$ cat config.mk
export PLATFORM = sky130hd
export DESIGN_NAME = gkr_ram
export DESIGN_NICKNAME = d
export VERILOG_FILES = /design/src/rtl/core/gkr_ram.sv
export SDC_FILE = /design/constraint.sdc
export NUM_CORES = 2
export LEC_CHECK = 0
export BUFFER_PORTS_ARGS = -buffer_cell sky130_fd_sc_hd__buf_2
export CORE_MARGIN = 4
export CORE_UTILIZATION = 60
export CTS_CLUSTER_DIAMETER = 150
export DETAILED_ROUTE_END_ITERATION = 12
export PLACE_DENSITY = 0.76
export RECOVER_POWER = 100
export SYNTH_ARGS = -nofsm -noshare
export SYNTH_HDL_FRONTEND = slang
export SYNTH_SLANG_ARGS = --single-unit
$ cat constraint.sdc
create_clock -name clk -period 5.2 [get_ports clk]
set_input_delay 0 -clock clk [delete_from_list [all_inputs] [get_ports clk]]
set_output_delay 0 -clock clk [all_outputs]
set_load 0.02 [all_outputs]
$ cat src/rtl/core/gkr_ram.sv
// ----------------------------------------------------------------------------
// gkr_ram
// generic single-port ram with registered read
// ----------------------------------------------------------------------------
module gkr_ram #(
	parameter int unsigned WIDTH = 32,
	parameter int unsigned DEPTH = 64
) (
	input  logic                     clk,
	input  logic                     we,
	input  logic [$clog2(DEPTH)-1:0] addr,
	input  logic [WIDTH-1:0]         wdata,
	output logic [WIDTH-1:0]         rdata
);
	logic [WIDTH-1:0] mem_q [DEPTH];

	always_ff @(posedge clk) begin
		if (we) begin
			mem_q[addr] <= wdata;
		end
		rdata <= mem_q[addr];
	end
endmodule

# Word-level counts from Yosys, hierarchy flattened
# Memory sizes are Yosys's and may differ from the RTL's. A register that Yosys moved wholly into a read port is not among the register bits.
# Cells that the tools add are included.
# word_totals
in_bits,40
elab_cells,3
memories,1
ramBits,2048
register_bits,0
output_inout_bits,32
# memory_table
name,words,width,rd,rd_clocked_by_memory_dff,wr,line_no,source
mem_q,64,32,1,1,1,15,logic [WIDTH-1:0] mem_q [DEPTH];
# op_classes
n_mux,2
# ops
op,count
two-way mux 1 bit,2

# Longest topological paths before layout
# depth
ltp_word,2
ltp_mapped,13
depth_no_buf,6

# Worst setup path after synthesis
# No wires, ideal clock.
# synth_timing
path_kind,input -> register
start,input addr[2]
end,memory mem_q[15][0] (enable)
path_stages,8
n_path_buf,6
setup_ps,421
t_required_ps,4779
arrival_ps,2818
slack_ps,1961
path_cell_list,buf_2 buf_2 buf_2 buf_2 buf_2 buf_2 nand3_1 nor2_1
# synth_lines
item,line_no,source
"start, declared",11,"input logic [$clog2(DEPTH)-1:0] addr,"
"end, declared",15,
# Straight into the memory's write port.

# Worst setup path after layout
# layout_timing
start,input addr[2]
end,memory mem_q[16][27] (enable)
# Straight into the memory's write port.

==> run summary <==
The run finished, with violations left. The final reports fail on max-capacitance violations, max-slew violations. The share of synthesized area in the top cell type comes to 0.779.

Once detailed placement completed, the half-perimeter wirelength came to 116000 microns. The average routed wire per standard cell came out at 32.4 microns. The core area is 130000 sq um.

For the final routed database, the setup TNS stands at 0 ps. Buffers added to address setup during post-CTS repair amount to 0. The clock-pin slew on the worst setup and hold paths came out at 60 ps. The sink count of the clock tree came out at 2080.

Subtracting the final worst setup slack from the clock period gives 4230 ps. Setup slack on the worst reg-to-reg path comes out at 2200 ps. The worst-margin pin slew is 3650 ps. The first TritonRoute pass finished after 9 iterations. 72 I/O pins were placed.

The worst hold path passes through 6 cells. The met3 demand-to-capacity share in global routing is 0.0542. The x dimension of the die is 371 microns. The number of warnings issued by yosys came out at 0. The routability-driven placement congestion ratio is 0.904. The routing usage on met1 came out at 0.414. The tightest hold path in the finished design has a slack of 108 ps. Dividing total power by cell area gives a power density of 388 nW/um^2. The clock tree from TritonCTS is built. The synthesized design spends more area on one cell type than any other, namely sky130_fd_sc_hd__edfxtp_1. The cell area after technology mapping came out at 78900 sq um.

In the post-synthesis netlist, the biggest area contributors are sky130_fd_sc_hd__edfxtp_1, sky130_fd_sc_hd__mux2i_1, sky130_fd_sc_hd__mux4_2. The path depth of the worst reg2reg path is 5. In the final layout, the multi-input gates occupy 15800 sq um. The global router's overall resource usage came out at 0.295.

The die covers 137000 sq um. The area of all sequential standard cells is 62100 sq um. The number of global-route vias before repair was 42400. CTS built an H-tree with a depth of 4.

Once detail routing completed, the nets flagged for antenna violations numbered 0. Setup repair after global routing left no endpoint under its margin. The total overflow left after global routing is 0. The final net count is 4424.

The total wirelength of the detailed-routed design is 204000 microns. The filler cell count is 8229. The first global-routing pass estimated 294000 microns of wire.

The count of different cell masters after synthesis is 56. The maximum achievable frequency came out at 236 MHz. The clock passes through at most 3 buffers.

The layout cell share with drive strength beyond 1 came out at 0.151. The worst min-delay path category is input port to flop. The remaining design rule violation count is 0. The static leakage power came out at 28.1 nW. The cell count after synthesis is 4239.

The total CTS buffers came out at 193. The kind of capture point of the worst setup path is a flop. The critical path in this run is classified as input port to flop.

The final count of pins violating max slew came out at 3009. For this block, the initial DRC count from the detailed router was 6811. The final critical-path share of the clock period came out at 0.814. The sequential element share of the synthesized area came out at 0.787. In this run the vertical extent of the chip is 371 microns.

For hold timing, the worst endpoint is rdata[7]$_DFF_P_. The synthesized area per cell came out at 18.6 sq um. The post-route clock skew is 37.2 ps. The count of vias placed by the detailed router is 43800. Entering global routing, the biggest net connects 124 pins. For the worst setup path, the data required time is 5600 ps. Counting every net in the synthesized netlist gives 4279. The data arrival at the endpoint of the critical path came out at 4640 ps.

The number of cell rows came out at 132. The layer flagged by global routing as most heavily used is met2. The number of synthesized flops with an enable pin is 2048.

In this run the critical register-to-register path is launched from mem_q[23][26]$_DFFE_PP_. The share of flip-flops with an asynchronous set or reset came out at 0. The reported max-cap violation count is 69. The layout-stage area growth over the synthesis result is 11.3%. The number of hold violations in the final report is 0. The count of instances resized after the clock tree is built came out at 0.

The hold path startpoint is addr[1]. Synthesis inferred 2080 register bits. The worst register-to-register path ends at rdata[26]$_DFF_P_. The met2 track utilization from global routing is 0.456. STA classifies the critical path startpoint as an input port. VDD sags by at most 0.000365 V.

The clock latency on the worst-skew pair is 820 ps. In the synthesized netlist the dominant register cell turns out to be sky130_fd_sc_hd__edfxtp_1. The number of buffers inserted by hold repair at cts is 35. After detailed routing, the number of vias per cell comes to 6.96. CTS placed an instance of sky130_fd_sc_hd__clkbuf_16 at the clock tree root.

Setup violations remaining at the end of the flow were counted as 0. For this configuration, the core starts out at a cell density of 0.606. The remaining max-slew budget at the tightest pin is -1.44.

During placement, the flow inserted port buffers numbering 71. The highest fanout seen on the critical path came out at 74. The initial antenna violation count is 9.
[state kept, by name, summed over array words and instances (netlist names)]
signal and cells:
rdata 32, mem_q 2048
[power breakdown]
group / switching, mW / internal (mW) / total [mW]
clock: 5.99 / 7.67 / 13.7
sequential: 0.0861 / 18.6 / 18.7
combinational: 1.26 / 0.520 / 1.78
total: 7.33 / 26.8 / 34.1
[placed cells by master, fill, tap and decap left out, types with 30 or more instances in the layout]
cell and count:
sky130_fd_sc_hd__clkbuf_16 197, sky130_fd_sc_hd__buf_4 76, sky130_fd_sc_hd__a31oi_1 43, sky130_fd_sc_hd__o22a_1 70, sky130_fd_sc_hd__a22oi_1 188, sky130_fd_sc_hd__a21oi_1 121, sky130_fd_sc_hd__clkbuf_1 146, sky130_fd_sc_hd__a221oi_1 175
sky130_fd_sc_hd__nor2_1 101, sky130_fd_sc_hd__dfxtp_1 32, sky130_fd_sc_hd__and3_1 85, sky130_fd_sc_hd__buf_2 32, sky130_fd_sc_hd__dlygate4sd3_1 35, sky130_fd_sc_hd__edfxtp_1 2048, sky130_fd_sc_hd__o21ai_0 84, sky130_fd_sc_hd__a22o_1 66
sky130_fd_sc_hd__nor2_4 30, sky130_fd_sc_hd__mux2i_1 259, sky130_fd_sc_hd__nand3_1 54, sky130_fd_sc_hd__mux2_2 147, sky130_fd_sc_hd__mux4_2 96, sky130_fd_sc_hd__o22ai_1 93, sky130_fd_sc_hd__clkinv_1 46
[layout make-up]
class | count | share of cell area
Multi-Input combinational cell | 1859 | 0.180
Sequential cell | 2080 | 0.707
Clock buffer | 262 | 0.0601
Tap cell | 1742 | 0.0248
Timing Repair Buffer | 248 | 0.0187
Clock inverter | 99 | 0.00924
Inverter | 2 | 0.000171
Antenna cell | 3 | 0.0000854
[how the worst max path moves through the flow]
stage	start	depth (start not counted)	to	slack, ps
6_report	addr[2]	6	mem_q[16][27]$_DFFE_PP_	970
5_1_grt	addr[1]	4	mem_q[19][31]$_DFFE_PP_	950
4_1_cts	addr[2]	8	rdata[24]$_DFF_P_	2090
3_5_place_dp	addr[2]	8	rdata[24]$_DFF_P_	1250
3_3_place_gp	addr[2]	8	rdata[24]$_DFF_P_	1270
2_1_floorplan	addr[2]	8	mem_q[15][0]$_DFFE_PP_	1960
[worst max-delay path, cell delays in order]
cell and delay, ps:
sky130_fd_sc_hd__buf_8 220, sky130_fd_sc_hd__clkbuf_1 640, sky130_fd_sc_hd__nor2b_1 470, sky130_fd_sc_hd__nand2_1 470, sky130_fd_sc_hd__nor2_1 1510, sky130_fd_sc_hd__clkbuf_1 1160
[per-stage QoR]
step / cell area [sq um] / cells / total power, mW / setup WS (ps) / utilization
3_3_place_gp: 81900 / 5895 / 20.7 / 1270 / 0.629
6_report: 87900 / 6295 / 34.1 / 967 / 0.675
3_5_place_dp: 81900 / 5895 / 20.8 / 1250 / 0.629
5_1_grt: 87900 / 6292 / 35.0 / 946 / 0.675
2_1_floorplan: 78900 / 4239 / 19.9 / 1960 / -
4_1_cts: 88400 / 6291 / 34.2 / 2090 / 0.679
[layer usage]
layer  share of wire  routed length, microns  vias up
met5         0.00012                      24        -
met4           0.055                   11200        4
met3            0.11                   22700      544
met2            0.47                   95800     3001
met1            0.36                   74100    22300
li1                -                       -    17900
[cells in the mapped netlist, drive strengths merged (16+ instances only)]
library cell / count
mux2: 147
and3: 85
clkbuf: 169
buf: 129
a22o: 66
dfxtp: 32
a222oi: 16
o21ai: 85
nand2: 28
nand3: 54
nor3: 22
a22oi: 188
nand2b: 18
a221oi: 175
mux4: 96
a31oi: 43
a211oi: 17
edfxtp: 2048
mux2i: 259
a21oi: 121
nor2: 145
o22a: 70
o22ai: 93
[kinds of logic (layout without fill, tap and decap cells)]
kind of cell    count (synthesis)  count (layout)  synth area share
compound gates                933             933            0.0866
buf+inv                       300             611            0.0168
flops                        2080            2080             0.787
mux                           502             502            0.0812
other cells                     0               3                 0
simple gates                  424             424            0.0281
Note: power is estimated with default switching activity, not from simulation.
