`config.mk`:
```
export PLATFORM = sky130hd
export DESIGN_NAME = gkr_div
export DESIGN_NICKNAME = d
export VERILOG_FILES = /design/src/rtl/core/gkr_div.sv
export SDC_FILE = /design/constraint.sdc
export NUM_CORES = 1
export LEC_CHECK = 0
export ABC_AREA = 1
export CAP_MARGIN = 25
export CORE_MARGIN = 10
export CORE_UTILIZATION = 35
export DETAILED_ROUTE_END_ITERATION = 7
export DONT_BUFFER_PORTS = 1
export GPL_TIMING_DRIVEN = 0
export HOLD_SLACK_MARGIN = 0.05
export SYNTH_ARGS = -nofsm -noshare
export SYNTH_HDL_FRONTEND = slang
export SYNTH_SLANG_ARGS = --single-unit
```
`constraint.sdc`:
```
create_clock -name clk -period 2.8 [get_ports clk]
set_input_delay 0.14 -clock clk [delete_from_list [all_inputs] [get_ports clk]]
set_output_delay 0.14 -clock clk [all_outputs]
set_load 0.005 [all_outputs]
```
`src/rtl/core/gkr_div.sv`:
```
// ----------------------------------------------------------------------------
// gkr_div
// restoring divider, one quotient bit per cycle, unsigned 64 / 38
// ----------------------------------------------------------------------------
module gkr_div (
	input  logic        clk,
	input  logic        arst_n,
	input  logic        start,
	input  logic [63:0] dividend,
	input  logic [37:0] divisor,
	output logic        done,
	output logic [63:0] quotient
);
	logic [63:0] quo_q;
	logic [38:0] rem_q;
	logic [6:0]  cnt_q;
	logic        busy_q;
	logic [38:0] trial;
	logic [38:0] shifted;

	always_comb begin
		shifted = {rem_q[37:0], quo_q[63]};
		trial   = shifted - {1'b0, divisor};
	end

	always_ff @(posedge clk or negedge arst_n) begin
		if (!arst_n) begin
			busy_q <= 1'b0;
			cnt_q  <= '0;
		end else if (start) begin
			busy_q <= 1'b1;
			cnt_q  <= 7'd0;
		end else if (busy_q) begin
			cnt_q <= cnt_q + 7'd1;
			if (cnt_q == 7'd63) begin
				busy_q <= 1'b0;
			end
		end
	end

	always_ff @(posedge clk) begin
		if (start) begin
			quo_q <= dividend;
			rem_q <= '0;
		end else if (busy_q) begin
			if (!trial[38]) begin
				rem_q <= trial;
				quo_q <= {quo_q[62:0], 1'b1};
			end else begin
				rem_q <= shifted;
				quo_q <= {quo_q[62:0], 1'b0};
			end
		end
	end

	assign done     = busy_q && (cnt_q == 7'd63);
	assign quotient = {quo_q[62:0], ~trial[38]};
endmodule

```
# Word-level counts from Yosys, hierarchy flattened
# Cells that the tools add are included.
[classes]
n_reduce_logical = 2
muxes = 9
eq_ne = 1
addsub = 2
bitwise = 1
[op_table]
columns = ["op", "count"]
rows = [
  ["64-bit 2-to-1 mux", 2],
  ["39-bit by 38-bit subtractor with 39-bit output", 1],
  ["38-bit 2-to-1 mux", 1],
  ["7-bit 2-to-1 mux", 2],
  ["7-bit by 1-bit adder with 7-bit output (second input constant)", 1],
  ["7-bit by 6-bit equality test with 1-bit output (second input constant)", 1],
  ["1-bit 2-to-1 mux", 4],
  ["2-bit nonzero test", 1],
  ["1-bit logical AND", 1],
  ["1-bit NOT", 1],
]
[word_totals]
word_cells = 19
in_bits = 105
regBits = 110
out_inout_bits = 65

# Longest topological paths before layout
[logic_depth]
word_depth = 4
depth_mapped = 19
depth_no_buf = 18

# Worst setup path after synthesis
# OpenSTA, ideal clock, no wires.
[synth_timing]
kind = "flip-flop to flip-flop"
startpoint = "reg busy_q"
endpoint = "reg quo_q[0] (enable)"
n_path_buf = 1
setup_slack_ns = 0.398
t_arrival_ns = 1.984
period_less_slack_ns = 2.402
setup_ns = 0.418
path_stages_with_launch = 4
required_time_ns = 2.382
path_cell_list = "dfrtp_1 > nor2_1 > clkbuf_1 > inv_1"
[synth_via]
elab_chain_cells = 1
[synth_rtl]
columns = ["item", "line", "text"]
rows = [
  ["start, declared", "17", "logic busy_q;"],
  ["start signal, assigned", "28", "busy_q <= 1'b0;"],
  ["start signal, assigned", "31", "busy_q <= 1'b1;"],
  ["start signal, assigned", "36", "busy_q <= 1'b0;"],
  ["2-bit nonzero test (no line)", "n/a", ""],
  ["end signal, assigned", "43", "quo_q <= dividend;"],
  ["end signal, assigned", "48", "quo_q <= {quo_q[62:0], 1'b1};"],
  ["end signal, assigned", "51", "quo_q <= {quo_q[62:0], 1'b0};"],
  ["end, declared", "14", "logic [63:0] quo_q;"],
]
# Every way passes these cells.
# A chain may end at the register's enable or synchronous reset.

# Worst setup path in the final report
[layout_timing]
startpoint = "reg quo_q[63]"
endpoint = "out quotient[0]"
[layout_via]
elab_chain_cells = 2
[layout_rtl]
columns = ["item", "line", "text"]
rows = [
  ["39-bit by 38-bit subtractor with 39-bit output", "23", "trial = shifted - {1'b0, divisor};"],
  ["1-bit NOT", "57", "assign quotient = {quo_q[62:0], ~trial[38]};"],
  ["end, declared", "12", "output logic [63:0] quotient"],
]
# Every way passes these cells.

==> impl_results.md <==
* EDFF count, synth at 64
* First-pass GRT wire length at ~40 mm
* Initial antenna violation count at 0
* Placeable Area at 23500 um^2
* Total power at 3910 uW
* Drt wl/cell at ~14 um
* Buf+Inv Stages, Crit Path at 3
* Main synth FF type: edfxtp_1
* Met3 Usage GRT at 0.0310
* Synth Net Count at 1448
* Worst Hold Class: in2reg
* Via count at 7760
* Max-Cap Viols at 0
* Simple-gate share of the synthesized area at 0.363
* Post-synthesis average cell area at 6.43 um^2
* Drt pass-1 iters at 5
* VDD IR-drop max at 364 uV
* Distinct cells, synth at 30
* Area share of fa/ha/maj cells after synthesis at 0.0606
* Maximum fanout along the worst path at 10
* P per Cell Area at 399 nW/um^2
* GRT Overall Usage at 0.159
* Vert. Die Dim at 175 um
* CP required at approximately 2.7 ns
* # DRC at 0
* Pleak at 0.00537 uW
* Fin crit period at between 2 and 3 ns
* Final Cycle Share at 0.919
* CTS sink count at 110
* FF-to-FF setup slack at 0.27 ns
* Most numerous cell in the Yosys netlist: nand2_1
* Final TNS setup at 0 ns
* Largest family of logic cells by synthesized area: simple AND/OR/NAND/NOR gates
* Worst path slowest cell: fa_1
* Clock buffer depth at 2
* CTS buffer count at 9
* Yosys reg bits at 110
* Initial DRC Count at between 500 and 600
* H-tree depth at 3
* Inst Count DP at about 1600
* Vias per Instance at around 4.5
* Die area at 30500 um^2
* Final count of pins violating max slew at 0
* # IOs at 170
* Multi-input logic area at 4080 um^2
* Synth Area in Compound Gates at 0.0400
* GRT met2 Usage at 0.262
* ANT nets after route at 0
* Synth Instances at 1303
* Final WL at 24.8 mm
* Final hold violation count at 0
* Setup Skew at 0.0161 ns
* Post-layout nets at 1528
* Register area share after synthesis at 0.344
* Fill cells at 2546
* Area Growth Syn to Fin at 16.9%
* Worst-Margin Slew at around 0.65 ns
* Largest net degree at the start of global routing at 41
* Crit start category: flip-flop
* XOR/XNOR share of the synthesized area at 0.0219
* Initial Utilization at 0.356
* Vias in the first global route at 7646
* Critical path class: reg2out
* Async SR Flop Fraction at 0.0727
* CTS tree: built
* PnR worst setup slack at 0.227 ns
* Grt met1 use at 0.210
* Dpl ws at 0.289 ns
* Final Setup Violations at 0
* Max Freq at 389 MHz
* Most frequent CP cell: nand2_2
* Die width at 175 um
* Post-synthesis mux area share at 0
* Gpl congestion at 0.939
* Grt ovf at 0
* Worst Setup End Kind: output pin
* Root buf cell: clkbuf_16
* Clock Pin Slew Worst Setup and Hold Paths at 0.08 ns
* Port buffer count at 0
* Top cell type's share of synthesized area at 0.260
* Antenna Cells at 0
* Hpwl dp at 19.6 mm
* WP data arrival at roughly 2.4 ns
* Normalized max-slew margin at 0.569
* Cell taking the most area after synthesis: nand2_1
* Status: finished, final reports clean
* Family with the most delay on the worst path: simple AND/OR/NAND/NOR gates
* Placement row count at 56
* Most frequent cells after synthesis: nand2_1 (580), inv_1 (211), nand3_1 (81)
* Max stage delay on crit path at 0.41 ns
* Global route hottest layer: met2
* Layout Utilization at 0.416
* Top cells by area, synth: nand2_1 (26%), edfxtp_1 (23%), inv_1 (9.5%)
* Share of cells above drive strength 1 at 0.0764
* Sequential Area at ~2900 um^2
* Cell Area, Synth at around 8400 um^2
* Final std cells w/o fill at 1707
* RSZ-0062 raised after global routing: no
* Cell chain of the critical path: inv_1 > ha_1 > fa_1 > inv_1 > nand2_1 > nand3_1 > nand2_1 > nand3_2 > nand2_2 > nand2_2 > nand2_2 > nand2_4 > buf_8
* Yosys warns at 0
* Worst skew pair latency at 0.36 ns
registers in the layout (all words and copies together) (netlist names):
signal,count
quo_q,64
busy_q,1
cnt_q,7
rem_q,38
metal layers:
layer  wire length, um  part of all wire
met5                 0                 0
met4               413             0.017
met3              1220             0.049
met2             11300              0.45
met1             11900              0.48
timing repair:
action / 4_1_cts / 5_1_grt
buffers inserted: 0 / 3
hold buffers: 65 / 0
hold endpoints to repair: 72 / 0
gates resized for setup: 0 / 3
endpoints found under the setup margin: 0 / 1
power breakdown:
group          leakage [uW]  switching [uW]  total [uW]  internal, uW
clock network      0.000154             723        1380           655
logic               0.00410             355         655           301
registers           0.00112            56.5        1880          1820
cells by family after synthesis:
| group | count (synthesis) |
|---|---|
| compound gates | 63 |
| flops | 110 |
| fa+ha+maj | 40 |
| xor+xnor | 21 |
| simple gates | 765 |
| buf+inv | 304 |
through the flow:
stage / area [um^2] / hold WS, ns
after floorplan: 8380 / -0.156
after global placement: 8780 / -0.155
after detailed placement: 8800 / -0.155
after CTS: 9760 / 0.0670
after global routing: 9800 / 0.0903
final: 9800 / 0.0775
worst register-to-register path: stages, from the launching register on:
cell and delay, ns:
edfxtp_1 0.34, inv_1 0.05, ha_1 0.21, fa_1 0.41, inv_1 0.12, nand2_1 0.06, nand3_1 0.14, nand2_1 0.09
nand3_2 0.14, nand2_2 0.10, nand2_2 0.08, nand2_1 0.06, nand2_2 0.09, buf_6 0.17, buf_8 0.17, o21ai_1 0.07
path summary, 6_finish.rpt:
path | from | to | cells past startpoint
worst max-delay path | quo_q[63]$_DFFE_PP_ | quotient[0] | 13
worst min-delay path | divisor[0] | rem_q[0]$_SDFFE_PP0P_ | 4
worst max register to register | quo_q[63]$_DFFE_PP_ | quo_q[0]$_DFFE_PP_ | 15
worst min register to register | rem_q[29]$_SDFFE_PP0P_ | rem_q[29]$_SDFFE_PP0P_ | 2
max in group asynchronous | arst_n | cnt_q[1]$_DFFE_PN0P_ | 1
min in group asynchronous | arst_n | cnt_q[2]$_DFFE_PN0P_ | 1
layout by cell type, fill, tap and decap left out, types with 3 or more instances in the layout:
cell           instances
xor2_1                 5
nor3_1                 7
dlygate4sd3_1         65
buf_4                 66
a21oi_1               35
nor2_1                79
nand2_1              580
dfxtp_1               38
nand2_2                6
dfrtp_1                8
buf_2                  5
o21ai_0               17
ha_1                  39
buf_6                  3
inv_8                  4
xnor2_1               16
edfxtp_1              64
nand4_1                7
clkbuf_1              20
nand3_1               80
inv_1                210
o21bai_1               5
clkbuf_16              9
final cells by class:
class	count	area share
multi-input cells	889	0.417
flip-flops and latches	110	0.294
inverters	211	0.0808
repair buffers	69	0.0708
plain buffers	93	0.0650
well taps	319	0.0407
clock buffers	9	0.0230
clock inverters	7	0.00881
Note: power is estimated with default switching activity, not from simulation.
